===== config.mk =====
export PLATFORM = sky130hd
export DESIGN_NAME = lever_to_pwm_throttle_valve_map_top
export DESIGN_NICKNAME = d
export VERILOG_FILES = /design/src/design/ltpv_pkg.sv /design/src/design/ltpv_cfg.sv /design/src/design/ltpv_div.sv /design/src/design/ltpv_datapath.sv /design/src/design/ltpv_ctrl.sv /design/src/design/lever_to_pwm_throttle_valve_map_top.sv
export SDC_FILE = /design/constraint.sdc
export NUM_CORES = 2
export LEC_CHECK = 0
export ABC_CLOCK_PERIOD_IN_PS = 14000
export BUFFER_PORTS_ARGS = -buffer_cell sky130_fd_sc_hd__buf_2
export CAP_MARGIN = 20
export CELL_PAD_IN_SITES_DETAIL_PLACEMENT = 0
export CELL_PAD_IN_SITES_GLOBAL_PLACEMENT = 1
export CORE_ASPECT_RATIO = 1.25
export CORE_MARGIN = 4
export CORE_UTILIZATION = 51
export DETAILED_ROUTE_END_ITERATION = 8
export PLACE_DENSITY_LB_ADDON = 0.1
export SETUP_SLACK_MARGIN = 0.1
export SYNTH_ARGS = -nofsm -noshare
export SYNTH_HDL_FRONTEND = slang
export SYNTH_HIERARCHICAL = 1
export SYNTH_SLANG_ARGS = --single-unit

===== constraint.sdc =====
create_clock -name i_clk -period 14 [get_ports i_clk]
set_clock_uncertainty 0.1 [all_clocks]
set_input_delay 4.2 -clock i_clk [delete_from_list [all_inputs] [get_ports i_clk]]
set_output_delay 4.2 -clock i_clk [all_outputs]
set_load 0.02 [all_outputs]

===== src/design/ltpv_pkg.sv =====
package ltpv_pkg;

    localparam int LEVER_W     = 16;
    localparam int LEVEL_W     = 12;
    localparam int DUTY_W      = 16;
    localparam int CODE_W      = 12;
    localparam int CFG_IDX_W   = 3;
    localparam int CFG_DATA_W  = 16;
    localparam int IN_TDATA_W  = 24;
    localparam int OUT_TDATA_W = 32;

    // Quotient and divisor widths of the iterative dividers.
    localparam int PROD_W = LEVEL_W + DUTY_W;
    localparam int DEN_W  = LEVER_W;

    localparam int unsigned FULL_SCALE_DEF    = 4095;
    localparam int unsigned VALVE_ENABLE_DEF  = 200;

    localparam logic [LEVEL_W-1:0] DAC_TOP    = 12'd4095;
    localparam logic [LEVER_W:0]   VALVE_HYST = 17'd4;

    typedef enum logic [CFG_IDX_W-1:0] {
        REG_PWM_START   = 3'd0,
        REG_PWM_KNEE    = 3'd1,
        REG_PWM_END     = 3'd2,
        REG_PWM_MIN     = 3'd3,
        REG_PWM_MAX     = 3'd4,
        REG_THR_START   = 3'd5,
        REG_THR_IDLE    = 3'd6,
        REG_RELAY_LEVEL = 3'd7
    } t_reg_idx;

    localparam logic [LEVEL_W-1:0] RST_PWM_START   = 12'd100;
    localparam logic [LEVEL_W-1:0] RST_PWM_KNEE    = 12'd400;
    localparam logic [LEVEL_W-1:0] RST_PWM_END     = 12'd3900;
    localparam logic [DUTY_W-1:0]  RST_PWM_MIN     = 16'd100;
    localparam logic [DUTY_W-1:0]  RST_PWM_MAX     = 16'd500;
    localparam logic [LEVEL_W-1:0] RST_THR_START   = 12'd2000;
    localparam logic [CODE_W-1:0]  RST_THR_IDLE    = 12'd800;
    localparam logic [LEVEL_W-1:0] RST_RELAY_LEVEL = 12'd2000;

    typedef struct packed {
        logic [LEVEL_W-1:0] pwm_start;
        logic [LEVEL_W-1:0] pwm_knee;
        logic [LEVEL_W-1:0] pwm_end;
        logic [DUTY_W-1:0]  pwm_min;
        logic [DUTY_W-1:0]  pwm_max;
        logic [LEVEL_W-1:0] thr_start;
        logic [CODE_W-1:0]  thr_idle;
        logic [LEVEL_W-1:0] relay_level;
    } t_cfg;

    typedef struct packed {
        logic capture;
        logic load;
        logic step;
        logic finish;
    } t_cmd;

    typedef enum logic [1:0] {
        SEG_ZERO = 2'd0,
        SEG_FAST = 2'd1,
        SEG_SLOW = 2'd2,
        SEG_MAX  = 2'd3
    } t_seg;

    typedef enum logic [3:0] {
        ST_IDLE = 4'b0001,
        ST_MUL  = 4'b0010,
        ST_DIV  = 4'b0100,
        ST_FIN  = 4'b1000
    } t_state;

endpackage


===== src/design/ltpv_cfg.sv =====
module ltpv_cfg import ltpv_pkg::*; (
    input  logic                  i_clk,
    input  logic                  i_rst_n,
    input  logic                  i_cfg_wen,
    input  logic [CFG_IDX_W-1:0]  i_cfg_idx,
    input  logic [CFG_DATA_W-1:0] i_cfg_data,
    output t_cfg                  o_cfg
);

    t_cfg r_cfg;
    t_cfg n_cfg;

    always_comb begin
        n_cfg = r_cfg;
        if (i_cfg_wen) begin
            case (i_cfg_idx)
                REG_PWM_START:   n_cfg.pwm_start   = i_cfg_data[LEVEL_W-1:0];
                REG_PWM_KNEE:    n_cfg.pwm_knee    = i_cfg_data[LEVEL_W-1:0];
                REG_PWM_END:     n_cfg.pwm_end     = i_cfg_data[LEVEL_W-1:0];
                REG_PWM_MIN:     n_cfg.pwm_min     = i_cfg_data[DUTY_W-1:0];
                REG_PWM_MAX:     n_cfg.pwm_max     = i_cfg_data[DUTY_W-1:0];
                REG_THR_START:   n_cfg.thr_start   = i_cfg_data[LEVEL_W-1:0];
                REG_THR_IDLE:    n_cfg.thr_idle    = i_cfg_data[CODE_W-1:0];
                REG_RELAY_LEVEL: n_cfg.relay_level = i_cfg_data[LEVEL_W-1:0];
                default:         n_cfg = r_cfg;
            endcase
        end
    end

    always_ff @(posedge i_clk) begin
        if (!i_rst_n) begin
            r_cfg.pwm_start   <= RST_PWM_START;
            r_cfg.pwm_knee    <= RST_PWM_KNEE;
            r_cfg.pwm_end     <= RST_PWM_END;
            r_cfg.pwm_min     <= RST_PWM_MIN;
            r_cfg.pwm_max     <= RST_PWM_MAX;
            r_cfg.thr_start   <= RST_THR_START;
            r_cfg.thr_idle    <= RST_THR_IDLE;
            r_cfg.relay_level <= RST_RELAY_LEVEL;
        end else begin
            r_cfg <= n_cfg;
        end
    end

    assign o_cfg = r_cfg;

endmodule


===== src/design/ltpv_div.sv =====
module ltpv_div import ltpv_pkg::*; #(
    parameter int NUM_W = PROD_W,
    parameter int DW    = DEN_W
) (
    input  logic             i_clk,
    input  logic             i_load,
    input  logic             i_step,
    input  logic [NUM_W-1:0] i_num,
    input  logic [DW-1:0]    i_den,
    output logic [NUM_W-1:0] o_quo
);

    logic [NUM_W-1:0] r_quo;
    logic [DW-1:0]    r_rem;
    logic [DW-1:0]    r_den;
    logic [DW:0]      rem_sh;
    logic [DW:0]      diff;
    logic             fits;

    // Restoring division, one quotient bit per step, most significant first.
    assign rem_sh = {r_rem, r_quo[NUM_W-1]};
    assign diff   = rem_sh - {1'b0, r_den};
    assign fits   = (rem_sh >= {1'b0, r_den});

    always_ff @(posedge i_clk) begin
        if (i_load) begin
            r_quo <= i_num;
            r_rem <= '0;
            r_den <= i_den;
        end else if (i_step) begin
            r_quo <= {r_quo[NUM_W-2:0], fits};
            r_rem <= fits ? diff[DW-1:0] : rem_sh[DW-1:0];
        end
    end

    assign o_quo = r_quo;

endmodule


===== src/design/ltpv_datapath.sv =====
module ltpv_datapath import ltpv_pkg::*; #(
    parameter int unsigned FULL_SCALE         = FULL_SCALE_DEF,
    parameter int unsigned VALVE_ENABLE_LEVEL = VALVE_ENABLE_DEF
) (
    input  logic                   i_clk,
    input  logic                   i_rst_n,
    input  t_cmd                   i_cmd,
    input  t_cfg                   i_cfg,
    input  logic [IN_TDATA_W-1:0]  i_s_tdata,
    output logic [OUT_TDATA_W-1:0] o_m_tdata
);

    localparam int EXT = LEVER_W - LEVEL_W;
    localparam logic [LEVER_W-1:0] FS  = LEVER_W'(FULL_SCALE);
    localparam logic [LEVER_W-1:0] VEL = LEVER_W'(VALVE_ENABLE_LEVEL);

    logic [LEVER_W-1:0] lever;
    logic [LEVER_W-1:0] a_in;
    logic               valve_off;
    logic               valve_on;

    logic [LEVER_W-1:0] r_a;
    logic               r_valve_a;
    logic               r_valve_b;

    logic [LEVER_W-1:0] end_x, knee_x, start_x, ts_x, relay_x;
    t_seg               seg;
    logic [LEVER_W-1:0] off_slow_w, off_fast_w;
    logic [DUTY_W:0]    span;
    logic [DUTY_W-1:0]  mag;
    logic [LEVEL_W-1:0] mul_a;
    logic [DUTY_W-1:0]  mul_b;
    logic [PROD_W-1:0]  duty_num;
    logic [LEVEL_W-1:0] duty_den;
    logic               thr_act;
    logic [LEVER_W-1:0] thr_off;
    logic [LEVEL_W-1:0] thr_gain;
    logic [PROD_W-1:0]  thr_num;
    logic [DEN_W-1:0]   thr_den;

    t_seg               r_seg;
    logic               r_neg;
    logic               r_slow_zero;
    logic               r_thr_act;

    logic [PROD_W-1:0]  duty_quo;
    logic [PROD_W-1:0]  thr_quo;
    logic [DUTY_W-1:0]  dq;
    logic [DUTY_W-1:0]  duty;
    logic [CODE_W-1:0]  thr_code;
    logic               relay;
    logic [OUT_TDATA_W-1:0] r_out;

    assign lever     = i_s_tdata[LEVER_W-1:0];
    assign a_in      = (lever >= FS) ? FS : lever;
    assign valve_off = ({1'b0, a_in} + VALVE_HYST) < {1'b0, VEL};
    assign valve_on  = (a_in >= VEL);

    always_ff @(posedge i_clk) begin
        if (!i_rst_n) begin
            r_valve_a <= 1'b0;
            r_valve_b <= 1'b0;
        end else if (i_cmd.capture) begin
            if (valve_off) begin
                r_valve_a <= 1'b0;
                r_valve_b <= 1'b0;
            end else if (valve_on) begin
                r_valve_a <= i_s_tdata[LEVER_W];
                r_valve_b <= i_s_tdata[LEVER_W+1];
            end
        end
    end

    always_ff @(posedge i_clk) begin
        if (i_cmd.capture) begin
            r_a <= a_in;
        end
    end

    assign end_x   = {{EXT{1'b0}}, i_cfg.pwm_end};
    assign knee_x  = {{EXT{1'b0}}, i_cfg.pwm_knee};
    assign start_x = {{EXT{1'b0}}, i_cfg.pwm_start};
    assign ts_x    = {{EXT{1'b0}}, i_cfg.thr_start};
    assign relay_x = {{EXT{1'b0}}, i_cfg.relay_level};

    always_comb begin
        if (r_a > end_x) begin
            seg = SEG_MAX;
        end else if (r_a >= knee_x) begin
            seg = SEG_SLOW;
        end else if (r_a >= start_x) begin
            seg = SEG_FAST;
        end else begin
            seg = SEG_ZERO;
        end
    end

    assign off_slow_w = r_a - knee_x;
    assign off_fast_w = r_a - start_x;
    assign span       = {1'b0, i_cfg.pwm_max} - {1'b0, i_cfg.pwm_min};
    assign mag        = span[DUTY_W] ? DUTY_W'(-span) : span[DUTY_W-1:0];
    assign mul_a      = (seg == SEG_SLOW) ? off_slow_w[LEVEL_W-1:0] : off_fast_w[LEVEL_W-1:0];
    assign mul_b      = (seg == SEG_SLOW) ? mag : i_cfg.pwm_min;
    assign duty_num   = PROD_W'(mul_a) * PROD_W'(mul_b);
    assign duty_den   = (seg == SEG_SLOW) ? (i_cfg.pwm_end - i_cfg.pwm_knee)
                                          : (i_cfg.pwm_knee - i_cfg.pwm_start);

    assign thr_act  = (r_a > ts_x) && (FS > ts_x);
    assign thr_off  = r_a - ts_x;
    assign thr_gain = DAC_TOP - i_cfg.thr_idle;
    assign thr_num  = PROD_W'(thr_off) * PROD_W'(thr_gain);
    assign thr_den  = FS - ts_x;

    always_ff @(posedge i_clk) begin
        if (i_cmd.load) begin
            r_seg       <= seg;
            r_neg       <= span[DUTY_W];
            r_slow_zero <= (i_cfg.pwm_end == i_cfg.pwm_knee);
            r_thr_act   <= thr_act;
        end
    end

    ltpv_div #(
        .NUM_W (PROD_W),
        .DW    (DEN_W)
    ) u_duty_div (
        .i_clk  (i_clk),
        .i_load (i_cmd.load),
        .i_step (i_cmd.step),
        .i_num  (duty_num),
        .i_den  ({{EXT{1'b0}}, duty_den}),
        .o_quo  (duty_quo)
    );

    ltpv_div #(
        .NUM_W (PROD_W),
        .DW    (DEN_W)
    ) u_thr_div (
        .i_clk  (i_clk),
        .i_load (i_cmd.load),
        .i_step (i_cmd.step),
        .i_num  (thr_num),
        .i_den  (thr_den),
        .o_quo  (thr_quo)
    );

    assign dq = duty_quo[DUTY_W-1:0];

    always_comb begin
        case (r_seg)
            SEG_MAX:  duty = i_cfg.pwm_max;
            SEG_FAST: duty = dq;
            SEG_SLOW: begin
                if (r_slow_zero) begin
                    duty = i_cfg.pwm_min;
                end else if (r_neg) begin
                    duty = i_cfg.pwm_min - dq;
                end else begin
                    duty = i_cfg.pwm_min + dq;
                end
            end
            default:  duty = '0;
        endcase
    end

    assign thr_code = r_thr_act ? (thr_quo[CODE_W-1:0] + i_cfg.thr_idle) : i_cfg.thr_idle;
    assign relay    = (r_a >= relay_x);

    always_ff @(posedge i_clk) begin
        if (i_cmd.finish) begin
            r_out <= {1'b0, r_valve_b, r_valve_a, relay, thr_code, duty};
        end
    end

    assign o_m_tdata = r_out;

endmodule


===== src/design/ltpv_ctrl.sv =====
module ltpv_ctrl import ltpv_pkg::*; (
    input  logic i_clk,
    input  logic i_rst_n,
    input  logic i_s_tvalid,
    input  logic i_m_tready,
    output logic o_s_tready,
    output logic o_m_tvalid,
    output t_cmd o_cmd
);

    localparam int DIV_STEPS = PROD_W;
    localparam int CNT_W     = $clog2(DIV_STEPS);

    t_state             r_state, n_state;
    logic [CNT_W-1:0]   r_cnt, n_cnt;
    logic               r_valid, n_valid;
    t_cmd               cmd;

    always_comb begin
        n_state = r_state;
        n_cnt   = r_cnt;
        n_valid = r_valid && !i_m_tready;
        cmd     = '0;
        case (r_state)
            ST_IDLE: begin
                if (i_s_tvalid) begin
                    cmd.capture = 1'b1;
                    n_state     = ST_MUL;
                end
            end
            ST_MUL: begin
                cmd.load = 1'b1;
                n_cnt    = '0;
                n_state  = ST_DIV;
            end
            ST_DIV: begin
                cmd.step = 1'b1;
                if (r_cnt == CNT_W'(DIV_STEPS - 1)) begin
                    n_state = ST_FIN;
                end else begin
                    n_cnt = r_cnt + 1'b1;
                end
            end
            ST_FIN: begin
                if (!r_valid || i_m_tready) begin
                    cmd.finish = 1'b1;
                    n_valid    = 1'b1;
                    n_state    = ST_IDLE;
                end
            end
            default: begin
                n_state = ST_IDLE;
            end
        endcase
    end

    always_ff @(posedge i_clk) begin
        if (!i_rst_n) begin
            r_state <= ST_IDLE;
            r_cnt   <= '0;
            r_valid <= 1'b0;
        end else begin
            r_state <= n_state;
            r_cnt   <= n_cnt;
            r_valid <= n_valid;
        end
    end

    assign o_s_tready = (r_state == ST_IDLE) && i_rst_n;
    assign o_m_tvalid = r_valid;
    assign o_cmd      = cmd;

endmodule


===== src/design/lever_to_pwm_throttle_valve_map_top.sv =====
// Channel   Direction  Beat contents (lowest bit first)
// s         in         tdata: lever_value[15:0], hopper_up[16], hopper_down[17]
// m         out        tdata: pwm_duty[15:0], throttle_code[27:16], relay_on[28],
//                             valve_a_drive[29], valve_b_drive[30]
// cfg       in         write enable, 3-bit register index, 16-bit data
//
// A beat is taken in ST_IDLE; ST_MUL loads the two products into the restoring dividers,
// which run 28 steps in parallel in ST_DIV, and ST_FIN forms the result, so no new
// beat is taken until the item is through. Reset is synchronous and active
// low; it restores the register defaults and turns both valves off. A waiting result
// does not stop the next beat being taken, but the following result is held until
// the waiting one has been taken.
module lever_to_pwm_throttle_valve_map_top import ltpv_pkg::*; #(
    parameter int unsigned FULL_SCALE         = FULL_SCALE_DEF,
    parameter int unsigned VALVE_ENABLE_LEVEL = VALVE_ENABLE_DEF
) (
    input  logic                   i_clk,
    input  logic                   i_rst_n,
    input  logic                   i_s_tvalid,
    output logic                   o_s_tready,
    // lever_value, hopper_up, hopper_down
    input  logic [IN_TDATA_W-1:0]  i_s_tdata,
    output logic                   o_m_tvalid,
    input  logic                   i_m_tready,
    // pwm_duty, throttle_code, relay_on, valve_a_drive, valve_b_drive
    output logic [OUT_TDATA_W-1:0] o_m_tdata,
    input  logic                   i_cfg_wen,
    input  logic [CFG_IDX_W-1:0]   i_cfg_idx,
    input  logic [CFG_DATA_W-1:0]  i_cfg_data
);

    t_cfg cfg;
    t_cmd cmd;

    ltpv_cfg u_cfg (
        .i_clk      (i_clk),
        .i_rst_n    (i_rst_n),
        .i_cfg_wen  (i_cfg_wen),
        .i_cfg_idx  (i_cfg_idx),
        .i_cfg_data (i_cfg_data),
        .o_cfg      (cfg)
    );

    ltpv_ctrl u_ctrl (
        .i_clk      (i_clk),
        .i_rst_n    (i_rst_n),
        .i_s_tvalid (i_s_tvalid),
        .i_m_tready (i_m_tready),
        .o_s_tready (o_s_tready),
        .o_m_tvalid (o_m_tvalid),
        .o_cmd      (cmd)
    );

    ltpv_datapath #(
        .FULL_SCALE         (FULL_SCALE),
        .VALVE_ENABLE_LEVEL (VALVE_ENABLE_LEVEL)
    ) u_datapath (
        .i_clk     (i_clk),
        .i_rst_n   (i_rst_n),
        .i_cmd     (cmd),
        .i_cfg     (cfg),
        .i_s_tdata (i_s_tdata),
        .o_m_tdata (o_m_tdata)
    );

endmodule


# Word level (Yosys, flattened, before mapping)
# Index checks and enable logic that the tools add are counted.
# word_totals
register_bits,284
input_bits,48
output_inout_bits,34
wordCells,132
# op_classes
n_addsub,16
n_mul,2
n_lt_le_gt_ge,11
eq_ne,21
n_mux,36
reduce_logical,21
# ops
op,n
$mux 16,7
$mux 28,4
$ge 16x12->1,3
$pmux 16 s3,1
$sub 12x12->12,4
$mux 12,3
$gt 16x12->1,2
$sub 16x12->16,2
$sub 16x16->16,2
$mul 12x16->28,1
$mul 16x12->28,1
$reduce_and 2->1,10
$add 16x3->17 const B,1
$ge 17x12->1,1
$ge 17x16->1,1
$lt 17x8->1 const B,1
$sub 16x16->17,1
$add 16x16->16,1
$ge 16x12->1 const B,1
$ge 16x8->1 const B,1
$neg 16->16,1
$pmux 4 s4,1
$mux 1,13
$sub 12x12->13 const A,1
27 further kinds,43

# Depth between registers and ports, before layout
# logic_depth
ltp_word,8
ltp_mapped,49
ltp_nobuf,46

# By module
# The synthesis kept the hierarchy.
# modules_own_cells
module,instances,cells_per_inst,area_per_inst_um2,seq_area_each_um2
ltpv_datapath,1,2466,20631.0,1601.5
ltpv_div,2,309,3385.7,1641.6
ltpv_cfg,1,377,3965.1,2082.0
ltpv_ctrl,1,57,510.5,200.2

# Worst setup path after synthesis
# OpenSTA, ideal clock, no wires.
# synth_timing
kind,register -> register
startpoint,reg u_datapath.r_a[1]
endpoint,"reg u_datapath.u_duty_div.r_quo[27], in the netlist u_datapath/u_duty_div/o_quo[27], data pin"
setup_time_ps,260
arrival_ps,10018
path_slack_ps,3622
stages_incl_launch_ff,47
path_buffers,3
synth_period_minus_slack_ps,10378
cell_sequence,edfxtp_1 -> ha_1 -> nor2b_1 -> o21a_1 -> o21a_1 -> o21ai_0 -> a21oi_1 -> o211ai_1 -> nand2_4 -> buf_1 -> buf_2 -> buf_1 -> nand2_1 -> o21ai_0 -> ha_1 -> fa_1 -> nor2b_1 -> o21ai_0 -> (+11 left out) -> inv_1 -> fa_1 -> inv_1 -> fa_1 -> fa_1 -> inv_1 -> ha_1 -> a21oi_1 -> nor3b_1 -> a211o_1 -> a21oi_1 -> a41o_1 -> nor2b_1 -> o31ai_1 -> nor2_1 -> a21oi_1 -> xnor2_1 -> mux2_2
# synth_via
elab_chain_len,8
word_cells_on_any_way,13
# synth_lines
element,line_no,rtl
from (decl),ltpv_datapath.sv:22,logic [LEVER_W-1:0] r_a;
from (signal assigned),ltpv_datapath.sv:76,r_a <= a_in;
$ge 16x12->1,ltpv_datapath.sv:91,end else if (r_a >= start_x) begin
$mux 1,ltpv_datapath.sv:91,
$mux 2,ltpv_datapath.sv:89,end else if (r_a >= knee_x) begin
$mux 2,ltpv_datapath.sv:87,if (r_a > end_x) begin
$eq 2x2->1,"ltpv_datapath.sv:102, ltpv_datapath.sv:103",
$mux 12 or $mux 16 (tied branches),"ltpv_datapath.sv:102, ltpv_datapath.sv:103",
$mul 12x16->28 *,ltpv_datapath.sv:104,assign duty_num = PROD_W'(mul_a) * PROD_W'(mul_b);
via u_datapath.duty_num[27],ltpv_datapath.sv:33,logic [PROD_W-1:0] duty_num;
$mux 28 *,ltpv_div.sv:26,if (i_load) begin
to (signal assigned),ltpv_div.sv:27,r_quo <= i_num;
to (signal assigned),ltpv_div.sv:31,"r_quo <= {r_quo[NUM_W-2:0], fits};"
to (decl),ltpv_div.sv:13,logic [NUM_W-1:0] r_quo;
# The timed path passes the listed nets; every way through them passes the cells marked *.
# A chain may end at the register's enable or synchronous reset.

# Final worst setup path
# layout_timing
startpoint,reg u_datapath.r_a[1]
endpoint,"reg u_datapath.u_duty_div.r_quo[24], in the netlist u_datapath/u_duty_div/o_quo[24], data pin"
# Same word-level chain as after synthesis.

==> impl_metrics.yaml <==
global_route:
  grt_antenna_before_repair: 2
  grt_remaining_overflow: 0
  grt_pass1_vias: 25721
  grt_pass1_wl_mm: 140
  grt_start_max_net_pins: 79
  track_usage_pct: 26.5
placed_design:
  placed_area_mm2: 0.0331
  dp_cells: 4356
  portBuffers: 74
  post-place-ws_ps: 2420
  place.gp.congestion: 0.912
  dp_hpwl_mm: 68.1
cts:
  cts_buffer_depth: 3
  clock_latency_ps: 580
  cts-root-buf: "clkbuf_16"
  postCtsHoldBufs: 0
  cts_buffers: 37
  cts.sinks: 288
  htreeDepth: 2
  cts_resized: 0
  cts_tree: "built"
  cts_setup_buffers: 0
  clk_pin_slew_ps: 60
final_layout:
  finalInstanceArea_mm2: 0.0345
  postLayoutCoreUtil_pct: 55.7
  seq_area_mm2: 0.00717
  multi_input_area_mm2: 0.0223
  stdcell_count: 4427
  area_delta_synth_final_pct: 8.18
  fillCellCount: 5710
  drive_gt1_share_pct: 9.41
  layout.nets: 4205
sta:
  tns_ps: 0
  fin_crit_ps: 11620
  period_share_pct: 83.0
  holdWs_ps: 344
  clock.fmax_ghz: 0.0861
  max_slew_margin_pct: 21.5
  tightestPinTransition_ps: 1170
  fin_ws_ps: 2380
  grt_setup_unrepaired: "no"
  drv_slew: 0
  hold_viol_final: 0
  setup_violations: 0
logic_synthesis:
  ys_ff_latch: 288
  yosysUniqueCellTypes: 97
  yosysTopAreaCell: "fa_1"
  synth_top_cells_by_count: "inv_1 (503), ha_1 (304), nor2_1 (291), fa_1 (289), nand2_1 (289)"
  yosysWarningCount: 6
  synth_ff_type: "dfxtp_1"
  synth_edf_count: 140
  synthArstFlopShare_pct: 0
  synth_seq_area_share_pct: 22.5
  syn-cell-area_mm2: 0.0319
  syn_area_per_cell_um2: 9.06
  yosys.cell_count.top_type: "inv_1"
  synth_top_area_share_pct: 18.1
  synthCells: 3518
  synth_area_leaders: "fa_1 (18%), edfxtp_1 (13%), ha_1 (12%)"
worst_hold_path:
  hold_end: "u_datapath/o_m_tdata[29]$_DFFE_PP_"
  hp-start: "u_datapath/r_valve_a$_SDFFE_PN0P_"
  holdPathStages: 0
  min_path_type: "register to register"
drt:
  num_vias: 24581
  initialDrtViolationCount: 1567
  wl_per_cell_um: 19.7
  drc: 0
  viasPerCell: 5.55
  first_pass_iters: 5
  totalWireLength_mm: 87.4
  ant_nets: 0
critical_path:
  end_kind: "register"
  crit_type: "register to register"
  r2r-end: "u_datapath/u_duty_div/o_quo[24]$_DFFE_PP_"
  critPathArrivalTime_ps: 11840
  path_max_fanout: 67
  required_ps: 14220
  critPathMaxStageDelay_ps: 720
  worstRegToRegCells: 42
  r2r-start: "u_datapath/r_a[1]$_DFFE_PP_"
  crit_path_start_kind: "register"
  crit_slowest_cell: "edfxtp_1"
  rrSetupSlack_ps: 2380
run:
  cap_violations: 0
floorplanning:
  fp.dieArea_mm2: 0.0666
  fp-row-count: 102
  die_w_um: 232
  coreArea_mm2: 0.0619
  pin_count: 82
  dieHeight_um: 288
  start_util_pct: 51.5
power:
  p_total_mw: 6.28
  cellLeakagePower_nw: 15.9
  power_density_mw_per_mm2: 182
  ir_drop_mv: 0.322
status:
  outcome: "complete, no violations"
-- how the worst max path moves through the flow --
| stage | slack [ps] | end | from |
|---|---|---|---|
| 2_1_floorplan | 3620 | u_datapath/u_duty_div/o_quo[27]$_DFFE_PP_ | u_datapath/r_a[1]$_DFFE_PP_ |
| 3_3_place_gp | 2480 | u_datapath/u_duty_div/o_quo[26]$_DFFE_PP_ | u_datapath/r_a[0]$_DFFE_PP_ |
| 3_5_place_dp | 2420 | u_datapath/u_duty_div/o_quo[24]$_DFFE_PP_ | u_datapath/r_a[0]$_DFFE_PP_ |
| 4_1_cts | 2330 | u_datapath/u_duty_div/o_quo[24]$_DFFE_PP_ | u_datapath/r_a[0]$_DFFE_PP_ |
| 5_1_grt | 1570 | u_datapath/u_duty_div/o_quo[26]$_DFFE_PP_ | u_datapath/r_a[1]$_DFFE_PP_ |
| 6_report | 2380 | u_datapath/u_duty_div/o_quo[24]$_DFFE_PP_ | u_datapath/r_a[1]$_DFFE_PP_ |
-- logic make-up after synthesis --
kind of cell	after synthesis	share of synthesized area (%)
simple gates	1074	16.6
mux	206	6.79
other cells	1	0.0118
buf+inv	630	7.72
flops	288	22.5
fa+ha+maj	593	30.1
compound gates	559	11.7
xor+xnor	167	4.61
-- where the power goes --
part / leakage [nW] / switching (mW) / internal [mW] / total (mW)
sequential: 2.46 / 0.0242 / 0.914 / 0.938
combinational: 12.8 / 2.43 / 1.88 / 4.31
clock: 0.635 / 0.423 / 0.610 / 1.03
total: 15.9 / 2.87 / 3.41 / 6.28
-- routing by layer --
layer  share of wire, %  wire length, um  track usage, %  vias to the layer above
li1                   -                -               -                    11775
met1                 42            36700            33.1                    12144
met3                3.6             3140            2.78                      147
met2                 51            44500            47.9                      515
met4                3.4             3000            8.70                        0
met5                  0                0               0                        -
-- flip-flops by register name, indices dropped and copies added, names as in the netlist --
register                     flops
u_datapath/u_thr_div/r_rem      16
u_datapath/u_duty_div/o_quo     28
u_datapath/u_thr_div/r_den      16
u_ctrl/r_state                   4
u_datapath/r_slow_zero           1
u_datapath/o_m_tdata            31
u_datapath/u_duty_div/r_den     16
u_datapath/r_a                  16
u_cfg/o_cfg                    104
u_datapath/r_thr_act             1
u_datapath/u_duty_div/r_rem     16
u_datapath/u_thr_div/o_quo      28
u_datapath/r_neg                 1
u_ctrl/r_cnt                     5
u_datapath/r_valve_a             1
u_datapath/r_seg                 2
u_datapath/r_valve_b             1
u_ctrl/o_m_tvalid                1
-- placed cells by master, fill, tap and decap left out, types with 38 or more instances in the layout --
cell / n
fa_1: 289
mux2_2: 81
nor3_1: 48
dfxtp_1: 148
xor2_1: 52
inv_1: 502
mux2i_1: 125
a21o_1: 65
edfxtp_1: 140
a21oi_1: 137
o21ai_0: 115
buf_2: 73
or2_2: 38
xnor2_1: 114
ha_1: 304
nor2b_1: 89
nand2_1: 289
clkbuf_16: 38
nor2_1: 291
buf_4: 46
nand2b_1: 144
-- critical path, delay by kind of cell (launching register included) --
kind | cells | cell delay, ps
and+or+nand+nor | 6 | 1030
muxes | 1 | 260
adders and majority gates | 8 | 3680
buffers and inverters | 5 | 780
DFF | 1 | 720
xor gates and xnor gates | 2 | 690
AOI/OAI and AO/OA | 20 | 4060
-- final cells by class --
cell class	count	area share, %
inverters	505	5.51
repair buffers	120	2.12
well taps	832	3.02
multi-input cells	2612	64.7
clock buffers	46	2.99
clock inverters	22	0.856
flip-flops and latches	288	20.8
diodes	2	0.0145
(Power assumes the default switching activity.)
